`src/hdl/sem_pkg.sv`:
```
// =============================================================================
// Sobel edge magnitude: package
// Constants, controller/datapath interface types and a helper function.
// =============================================================================
`default_nettype none

package sem_pkg;

    localparam int DEF_MAX_WIDTH  = 2048;
    localparam int DEF_MAX_HEIGHT = 2048;

    localparam int PIX_W     = 8;
    localparam int COL_W     = 11;
    localparam int ROW_W     = 11;
    localparam int CFG_W     = 12;
    localparam int CFG_IDX_W = 2;

    localparam logic [CFG_IDX_W-1:0] REG_WIDTH  = 2'd0;
    localparam logic [CFG_IDX_W-1:0] REG_HEIGHT = 2'd1;

    localparam int RESET_WIDTH  = 640;
    localparam int RESET_HEIGHT = 480;
    localparam int MIN_DIM      = 3;

    localparam int GRAD_W = 11;
    localparam int SQ_W   = 21;
    localparam int ROOT_W = 8;

    // Commands from the controller to the datapath.
    typedef struct packed {
        logic accept;
        logic shift;
        logic sum;
        logic sq_x;
        logic sq_y;
        logic root_step;
        logic emit_load;
    } t_cmd;

    // Status from the datapath to the controller.
    typedef struct packed {
        logic emit_any;
        logic need_mag;
        logic root_last;
        logic slot_last;
        logic out_free;
    } t_status;

    // Saturates a programmed dimension to the supported range.
    function automatic int eff_dim(input logic [CFG_W-1:0] v, input int maxv);
        int val;
        val = int'(v);
        if (val < MIN_DIM) begin
            return MIN_DIM;
        end
        if (val > maxv) begin
            return maxv;
        end
        return val;
    endfunction

endpackage

`default_nettype wire

```
`src/hdl/sem_ctrl.sv`:
```
// =============================================================================
// Sobel edge magnitude: controller
// Sequences one pixel through read, gradient, square root and result beats.
// =============================================================================
`default_nettype none

module sem_ctrl
    import sem_pkg::*;
(
    input  wire logic    i_clk,
    input  wire logic    i_rst_n,
    input  wire logic    i_in_valid,
    output logic         o_in_ready,
    input  wire t_status i_status,
    output t_cmd         o_cmd
);

    typedef enum logic [6:0] {
        S_IDLE = 7'b0000001,
        S_READ = 7'b0000010,
        S_SUM  = 7'b0000100,
        S_SQX  = 7'b0001000,
        S_SQY  = 7'b0010000,
        S_ROOT = 7'b0100000,
        S_EMIT = 7'b1000000
    } t_state;

    t_state r_state;
    t_state n_state;

    always_ff @(posedge i_clk) begin
        if (!i_rst_n) begin
            r_state <= S_IDLE;
        end else begin
            r_state <= n_state;
        end
    end

    always_comb begin
        n_state = r_state;
        o_cmd   = '0;
        unique case (r_state)
            S_IDLE: begin
                if (i_in_valid) begin
                    o_cmd.accept = 1'b1;
                    n_state      = S_READ;
                end
            end
            S_READ: begin
                o_cmd.shift = 1'b1;
                priority if (!i_status.emit_any) begin
                    n_state = S_IDLE;
                end else if (i_status.need_mag) begin
                    n_state = S_SUM;
                end else begin
                    n_state = S_EMIT;
                end
            end
            S_SUM: begin
                o_cmd.sum = 1'b1;
                n_state   = S_SQX;
            end
            S_SQX: begin
                o_cmd.sq_x = 1'b1;
                n_state    = S_SQY;
            end
            S_SQY: begin
                o_cmd.sq_y = 1'b1;
                n_state    = S_ROOT;
            end
            S_ROOT: begin
                o_cmd.root_step = 1'b1;
                if (i_status.root_last) begin
                    n_state = S_EMIT;
                end
            end
            S_EMIT: begin
                if (i_status.out_free) begin
                    o_cmd.emit_load = 1'b1;
                    if (i_status.slot_last) begin
                        n_state = S_IDLE;
                    end
                end
            end
            default: begin
                n_state = S_IDLE;
            end
        endcase
    end

    assign o_in_ready = (r_state == S_IDLE);

endmodule

`default_nettype wire

```
`config.mk`:
```
export PLATFORM = sky130hd
export DESIGN_NAME = sem_ctrl
export DESIGN_NICKNAME = d
export VERILOG_FILES = /design/src/hdl/sem_pkg.sv /design/src/hdl/sem_ctrl.sv
export SDC_FILE = /design/constraint.sdc
export NUM_CORES = 1
export LEC_CHECK = 0
export ABC_AREA = 1
export BUFFER_PORTS_ARGS = -buffer_cell sky130_fd_sc_hd__buf_4
export CAP_MARGIN = 10
export CORE_AREA = 3 3 40 42
export CTS_CLUSTER_SIZE = 40
export DETAILED_ROUTE_END_ITERATION = 6
export DIE_AREA = 0 0 43 45
export GPL_ROUTABILITY_DRIVEN = 0
export GPL_TIMING_DRIVEN = 0
export PLACE_DENSITY = 0.6
export RECOVER_POWER = 100
export SYNTH_ARGS = -nofsm -noshare
export SYNTH_HDL_FRONTEND = slang
export SYNTH_SLANG_ARGS = --single-unit
```
`constraint.sdc`:
```
create_clock -name i_clk -period 2.9 [get_ports i_clk]
set_input_delay 0.58 -clock i_clk [delete_from_list [all_inputs] [get_ports i_clk]]
set_output_delay 0.58 -clock i_clk [all_outputs]
set_load 0.01 [all_outputs]
```
==> flow_metrics.tcl, run 1 <==
set metrics [dict create \
    antennaDiodeCount 0 \
    async_reset_ff_share_pct 0 \
    clk_latency_ns 0.25 \
    dieHeight_um 45 \
    ys_types 14 \
    dp.cells 102 \
    power_leakage_nw 0.2859 \
    maxSlewHeadroom_pct 80.25 \
    syn_area_um2 461.7 \
    cts_buffer_depth 2 \
    grt_start_max_net_pins 7 \
    die_x_um 43 \
    synth_common_cells "inv_1, nand2_1, nor2_1" \
    finalSetupTns_ns 0 \
    synth_area_per_cell_um2 6.412 \
    post-route-period-util_pct 72.25 \
    design_area_um2 554.3 \
    pin_count 16 \
    worstMarginPinSlew_ns 0.2951 \
    dr.pass1.iters 4 \
    cts_root_buffer "clkbuf_4" \
    pwr-share-seq_pct 38.7 \
    yosys.area.top_type "dfxtp_1" \
    internal-power_uw 183.3 \
    drt-initial-drc-count 4 \
    overflow 0 \
    cts-resized-gates 0 \
    p_clk_share_pct 33.2 \
    routedWlPerCell_um 8.991 \
    cts_tree "yes" \
    synth_edf_count 0 \
    numCtsBuffers 3 \
    period_needed_ns 2.095 \
    peakVddDrop_uv 262.5 \
    drive_gt1_share_pct 18.68 \
    fin_cells 106 \
    status "finished clean" \
    ys_ff_latch 7 \
    end_kind "output port" \
    drc 0 \
    place_area_um2 593.1 \
    wl_um 953 \
    arrival_ns 1.52 \
    p_comb_share_pct 28.1 \
    layout.nets 100 \
    synth_top_area_share_pct 30.35 \
    top_register "r_state" \
    cp_max_fo 6 \
    grtUsageTotal_pct 10.81 \
    drv_slew 0 \
    fin_skew_ns 0.006921 \
    syn_nets 80 \
    maxCapViolCount 0 \
    dpl.hpwl_um 801.4 \
    grt_pass1_vias 386 \
    initial_core_util_pct 35.93 \
    rr_worst_depth 8 \
    rows 13 \
    top_regs "r_state x7" \
    finalSetupViolCount 0 \
    required_ns 2.32 \
    synth_area_leaders "dfxtp_1, inv_1, nand2_1, nor2_1, nor2_4" \
    antenna_found_initial 0 \
    clock-sinks 7 \
    cts_setup_buffers 0 \
    cts_hold_buf 0 \
    start_kind "flop" \
    min_delay_path_depth 2 \
    ys_warn_count 0 \
    synth_flop_cell "dfxtp_1" \
    switching_share_pct 34.24 \
    coreArea_um2 1285 \
    dieArea_um2 1935 \
    antenna_left 0 \
    hold_violations 0 \
    power.switching_uw 95.44 \
    htree_levels 1 \
    fin_util_pct 43.14 \
    area_growth_pct 20.05 \
    power_density_nw_per_um2 502.9 \
    synth_cells 72 \
    hp-class "flop to flop" \
    max_freq_mhz 477.2 \
    path_class "flop to output port" \
    grt_pass1_wl_um 1511 \
    clk_pin_slew_worst_paths_ns 0.06 \
    routed_via_density 4.425 \
    rsz0062_at_grt "false" \
    synth_seq_area_share_pct 30.35 \
    largest_register_ffs 7 \
    vias 469 \
    portBuffers 15 \
]
[final cells by class]
type                    count  area [um^2]
clock buffers               4        26.28
repair buffers             15        90.09
inverters                  14        52.55
well taps                  15        18.77
flip-flops and latches      7        140.1
fillers                   158        730.7
multi-input cells          51        226.5
[through the flow]
step	hold WS (ns)	setup slack, ns	total power [mW]
after CTS	0.5184	1.015	0.3029
after global routing	0.5232	0.6433	0.2996
after global placement	0.5096	1.316	0.2087
after detailed placement	0.5112	1.308	0.2090
after floorplan	0.4899	1.381	0.1775
final	0.5063	0.8046	0.2787
[layer usage]
metal	up-vias	share of wire, %	global-route usage (%)
met2	13	41	15.27
met3	0	7.3	3.586
met4	0	0	7.229
met1	197	52	13.91
li1	259	-	-
met5	-	0	0
[cells by family (layout without fill, tap and decap cells)]
kind of cell / Yosys count / after routing / synth area share, %
flip-flops: 7 / 7 / 30.35
AO/OA/AOI/OAI: 2 / 2 / 2.980
AND/OR/NAND/NOR: 49 / 49 / 55.29
buffers and inverters: 14 / 33 / 11.38
[placed cells by master (no fill, tap or decap), drive strengths merged]
| master | synthesis | layout |
|---|---|---|
| nor2 | 21 | 21 |
| a21oi | 1 | 1 |
| nor3 | 4 | 4 |
| clkbuf | 0 | 10 |
| nand3 | 5 | 5 |
| inv | 14 | 14 |
| buf | 0 | 9 |
| o21ai | 1 | 1 |
| dfxtp | 7 | 7 |
| and3 | 1 | 1 |
| nand2 | 18 | 18 |
[worst paths after layout]
path	startpoint	slack, ns	endpoint
worst min-delay path	r_state[2]$_SDFFE_PN0P_	0.51	r_state[3]$_SDFFE_PN0P_
worst min register to register	r_state[2]$_SDFFE_PN0P_	0.51	r_state[3]$_SDFFE_PN0P_
worst max-delay path	r_state[5]$_SDFFE_PN0P_	0.80	o_cmd[6]
worst max register to register	r_state[5]$_SDFFE_PN0P_	1.50	r_state[0]$_SDFFE_PN1P_
[worst max-delay path, cell delays in order (launching register included)]
cell	delay, ns
dfxtp_1	0.33
nor2_1	0.15
nand2_1	0.15
nor2_1	0.29
inv_1	0.09
nor2_1	0.09
clkbuf_1	0.15
[power by group through the flow]
| stage | registers (mW) | logic, mW | clock network (mW) |
|---|---|---|---|
| global route | 0.109 | 0.0905 | 0.101 |
| floorplan | 0.110 | 0.0675 | 0 |
| detailed placement | 0.111 | 0.0979 | 0 |
| finish | 0.108 | 0.0782 | 0.0926 |
| global placement | 0.111 | 0.0977 | 0 |
| CTS | 0.109 | 0.0982 | 0.0957 |
Note: power is estimated with default switching activity, not from simulation.
==> run 2, diff against run 1 <==
Settings changed: ABC_AREA 1 to 0, PLACE_DENSITY 0.6 to 0.61.
Clock period 2.9 ns to 1.8 ns, I/O delays scaled along.
==> flow_metrics.tcl, run 2 <==
set metrics [dict create \
    status "finished with violations" \
    failed_checks "negative setup slack" \
    synth_seq_area_share_pct 31.02 \
    grt_start_max_net_pins 9 \
    synth_top_area_share_pct 31.02 \
    dieHeight_um 45 \
    period_needed_ns 1.985 \
    maxSlewHeadroom_pct 73.02 \
    layout_commonest_cell "buf_4" \
    post-route-period-util_pct 110.3 \
    coreArea_um2 1285 \
    power_leakage_nw 0.3657 \
    clk_latency_ns 0.25 \
    finalSetupViolCount 9 \
    r2r_start "r_state[3]$_SDFFE_PN0P_" \
    cts_buffer_depth 2 \
    drive_gt1_share_pct 56.18 \
    drt-initial-drc-count 8 \
    worstMarginPinSlew_ns 0.4042 \
    hp-class "input port to flop" \
    ys_ff_latch 7 \
    drv_slew 0 \
    grtUsageTotal_pct 14.44 \
    dieArea_um2 1935 \
    rsz0062_at_grt "true" \
    end_kind "output port" \
    top_register "r_state" \
    finalSetupTns_ns -0.9534 \
    clk_pin_slew_worst_paths_ns 0.05 \
    pin_count 16 \
    cp_max_fo 7 \
    power_density_nw_per_um2 528.5 \
    synth_area_per_cell_um2 7.788 \
    fin_skew_ns 0.003430 \
    finalPower_uw 433.8 \
    min_from "i_status[3]" \
    grt_pass1_wl_um 2104 \
    portBuffers 15 \
    cts_tree "yes" \
    peakVddDrop_uv 320.1 \
    routedWlPerCell_um 13.60 \
    hold-worst-slack_ns 0.3506 \
    r2r-end "r_state[0]$_SDFFE_PN1P_" \
    drc 0 \
    yosys.area.top_type "dfxtp_1" \
    largest_register_ffs 7 \
    syn_nets 66 \
    yosysMostFrequentCell "nor2_1" \
    ys_warn_count 0 \
    max_freq_mhz 503.7 \
    htree_levels 1 \
    path_class "flop to output port" \
    required_ns 1.44 \
    async_reset_ff_share_pct 0 \
    top_regs "r_state x7" \
    rows 13 \
    antenna_left 0 \
    synth_edf_count 0 \
    die_x_um 43 \
    start_kind "flop" \
    grt_pass1_vias 511 \
    rr_worst_depth 6 \
    numCtsBuffers 3 \
    fin_ws_ns -0.1854 \
    initial_core_util_pct 35.15 \
    vias 557 \
    ys_types 29 \
    min_delay_path_depth 3 \
    synth_cells 58 \
    hold_end "r_state[2]$_SDFFE_PN0P_" \
    final_cell_mix "buf_4, nor2_1, clkbuf_4, buf_6" \
    syn_area_um2 451.7 \
    area_growth_pct 81.72 \
    synth_common_cells "nor2_1, dfxtp_1, nor3_1" \
    ff2ff_setup_slack_ns -0.18 \
    hold_violations 0 \
    overflow 0 \
    cts_root_buffer "clkbuf_4" \
    clock-sinks 7 \
    dpl.hpwl_um 824.3 \
    cp-startpoint "r_state[3]$_SDFFE_PN0P_" \
    arrival_ns 1.63 \
    wl_um 1414 \
    maxCapViolCount 0 \
    fillers 105 \
    routed_via_density 5.356 \
    antenna_found_initial 0 \
    dr.pass1.iters 4 \
    antennaDiodeCount 0 \
    synth_flop_cell "dfxtp_1" \
    layout.nets 98 \
    cts_hold_buf 0 \
    synth_area_leaders "dfxtp_1, nor3_1, nor2_1, and3_1, nand2b_1" \
]
-- run 2: cell count changes in the layout (fill, tap and decap cells not counted), sizes merged, moves of 2 or more --
cell / previous run / this run
buf: 9 / 27
nand2: 18 / 3
inv: 14 / 1
nor2: 21 / 9
clkbuf: 10 / 5
nand2b: 0 / 3
nand3: 5 / 2
or3: 0 / 3
and3: 1 / 3
and3b: 0 / 2
nor3: 4 / 6
nor3b: 0 / 2
nor4: 0 / 2
or2: 0 / 2
-- run 2: critical path, cell delays in order, from the launching register on --
cell	delay, ns
dfxtp_4	0.36
or3_4	0.38
or3_4	0.43
nor2_4	0.11
buf_6	0.11
-- run 2: kinds of logic after synthesis --
family / synth area share (%)
and+or+nand+nor: 49.59
AOI/OAI and AO/OA: 15.51
DFF: 31.02
buffers and inverters: 1.937
xor gates and xnor gates: 1.939
-- run 2: report_power, final --
group          leakage (nW)  internal, mW  switching [mW]
clock                0.0150        0.0845          0.0563
sequential           0.0598         0.155          0.0146
combinational         0.291        0.0731          0.0500
total                 0.366         0.313           0.121
-- run 2: final cells by class --
cell class	instances	area [um^2]	share of cell area, %
Tap cell	15	18.77	2.287
Timing Repair Buffer	28	225.2	27.44
Inverter	1	3.754	0.4573
Multi-Input combinational cell	49	394.1	48.02
Sequential cell	7	152.6	18.60
Clock buffer	4	26.28	3.201
-- run 2: per-stage QoR --
step / cells / util, % / worst slack [ns] / area, um^2
global placement: 88 / 45.96 / -0.1080 / 590.6
global route: 104 / 63.88 / -0.2390 / 820.8
floorplan: 58 / - / -0.008430 / 459.2
detailed placement: 88 / 45.96 / -0.1137 / 590.6
finish: 104 / 63.88 / -0.1854 / 820.8
CTS: 98 / 55.70 / -0.2642 / 715.7
-- run 2: how the worst max path moves through the flow --
stage | endpoint | slack (ns) | cells after the start
6_report | o_cmd[1] | -0.19 | 4
5_1_grt | o_cmd[1] | -0.24 | 4
4_1_cts | o_cmd[1] | -0.26 | 5
3_5_place_dp | r_state[0]$_SDFFE_PN1P_ | -0.11 | 6
3_3_place_gp | r_state[0]$_SDFFE_PN1P_ | -0.11 | 6
2_1_floorplan | r_state[0]$_SDFFE_PN1P_ | -0.008 | 6
-- run 2: timing repair --
action                                  CTS  global route
pin swaps                                 3            11
setup buffers                             6             7
endpoints found under the hold margin     0             0
gates resized for setup                  12            16
endpoints found under the setup margin   10            11
-- run 2: routing by layer --
| metal | vias up | part of all wire (%) | GRT usage (%) |
|---|---|---|---|
| li1 | 275 | - | - |
| met1 | 271 | 42 | 17.72 |
| met2 | 9 | 53 | 23.05 |
| met3 | 2 | 3.3 | 3.187 |
| met4 | 0 | 1.2 | 9.036 |
| met5 | - | 0 | 0 |
==> run 3, diff against run 2 <==
Settings changed: CTS_BUF_LIST from default to sky130_fd_sc_hd__clkbuf_4 sky130_fd_sc_hd__clkbuf_8.
==> flow_metrics.tcl, run 3 (synthesis results as in run 2) <==
set metrics [dict create \
    clk_latency_ns 0.26 \
    dp.cells 88 \
    top_register "r_state" \
    cts_hold_buf 0 \
    fin_skew_ns 0.005856 \
    clock-sinks 7 \
    antenna_left 0 \
    hold_violations 0 \
    max_freq_mhz 500.7 \
    hp-class "input port to flop" \
    maxSlewHeadroom_pct 71.03 \
    rsz0062_at_grt "true" \
    drt-initial-drc-count 10 \
    final_cell_mix "buf_4, nor2_1, clkbuf_4" \
    start_kind "flop" \
    cts_tree "yes" \
    failed_checks "negative setup slack" \
    die_x_um 43 \
    area_growth_pct 82.55 \
    routedWlPerCell_um 14.13 \
    dieArea_um2 1935 \
    drc 0 \
    crit_path_top_delay_cell "or3_4" \
    status "finished with violations" \
    power_density_nw_per_um2 554.3 \
    overflow 0 \
    drv_slew 0 \
    dieHeight_um 45 \
    crit_chain "or3_4 > or3_4 > nor2_4 > buf_6" \
    regArea_um2 152.6 \
    layout_commonest_cell "buf_4" \
    cts_root_buffer "clkbuf_4" \
    fillers 106 \
    pin_count 16 \
    cts_buffer_depth 2 \
    layout.nets 98 \
    grt_pass1_vias 511 \
    largest_register_ffs 7 \
    drive_gt1_share_pct 57.30 \
    vias 557 \
    post-route-period-util_pct 110.9 \
    portBuffers 15 \
    clk_pin_slew_worst_paths_ns 0.06 \
    rows 13 \
    cpMostUsedCell "or3_4" \
    antenna_found_initial 0 \
    finalSetupViolCount 9 \
    dpl.hpwl_um 824.3 \
    arrival_ns 1.64 \
    wl_um 1470 \
    fin_util_pct 64.17 \
    worstMarginPinSlew_ns 0.4339 \
    maxCapViolCount 0 \
    grt_pass1_wl_um 2104 \
    end_kind "output port" \
    peakVddDrop_uv 342.1 \
    dr.pass1.iters 4 \
    coreArea_um2 1285 \
    cp_max_fo 7 \
    path_class "flop to output port" \
    multi_input_comb_area_um2 394.1 \
    worst_path_largest_cell_delay_ns 0.43 \
    fin_cells 104 \
    grt_start_max_net_pins 9 \
    required_ns 1.44 \
    grtUsageTotal_pct 14.44 \
    routed_via_density 5.356 \
    crit_family "simple AND/OR/NAND/NOR gates" \
    crit_buf_inv 1 \
    htree_levels 1 \
    fin_ws_ns -0.1971 \
    antennaDiodeCount 0 \
    numCtsBuffers 3 \
    power_leakage_nw 0.3692 \
    hold-worst-slack_ns 0.3386 \
    top_regs "r_state x7" \
    initial_core_util_pct 35.15 \
    period_needed_ns 1.997 \
]
[run 3: cell counts in the layout (fill, tap and decap cells not counted)]
No cell type changed its count.
[run 3: area by class of cell]
class / count / share of cell area [%]
multi-input cells: 49 / 47.80
repair buffers: 28 / 27.31
flip-flops and latches: 7 / 18.51
clock buffers: 4 / 3.642
well taps: 15 / 2.276
inverters: 1 / 0.4552
[run 3: report_power, final]
part / switching (mW) / total (mW) / leakage, nW / internal (mW)
sequential: 0.0154 / 0.171 / 0.0598 / 0.155
combinational: 0.0498 / 0.123 / 0.291 / 0.0731
clock: 0.0635 / 0.163 / 0.0184 / 0.100
total: 0.129 / 0.457 / 0.369 / 0.328
[run 3: worst reg2reg max path, delay by kind of cell (launching register included)]
family | cells | cell delay (ns)
and+or+nand+nor | 4 | 1.33
DFF | 1 | 0.36
buffers and inverters | 1 | 0.14
AOI/OAI and AO/OA | 1 | 0.05
[run 3: routing by layer]
layer  routed length (um)  vias to the layer above  GRT usage [%]
li1                     -                      274              -
met1                  646                      266          17.72
met2                  731                       12          23.05
met3                   57                        5          3.187
met4                   34                        0          9.036
met5                    0                        -              0
[run 3: repair_timing]
item | 4_1_cts | 5_1_grt
buffers inserted | 6 | 7
cloned | 0 | 0
endpoints found under the setup margin | 10 | 11
pin swaps | 3 | 11
gates resized for setup | 12 | 16
[run 3: final timing paths]
path                                               from                       to  slack (ns)  depth (start not counted)
worst min-delay path                        i_status[3]  r_state[2]$_SDFFE_PN0P_        0.34                          3
worst max register to register  r_state[3]$_SDFFE_PN0P_  r_state[0]$_SDFFE_PN1P_       -0.18                          6
worst min register to register  r_state[6]$_SDFFE_PN0P_  r_state[0]$_SDFFE_PN1P_        0.60                          3
worst max-delay path            r_state[3]$_SDFFE_PN0P_                 o_cmd[1]       -0.20                          4
[run 3: metrics by stage]
step	cell area (um^2)	setup TNS (ns)	total power [mW]	setup slack, ns
2_1_floorplan	459.2	-0.01368	0.2127	-0.008430
3_3_place_gp	590.6	-0.1878	0.2450	-0.1080
3_5_place_dp	590.6	-0.2006	0.2446	-0.1137
4_1_cts	719.4	-1.135	0.4295	-0.2620
5_1_grt	824.5	-1.589	0.4816	-0.2389
6_report	824.5	-0.9714	0.4570	-0.1971
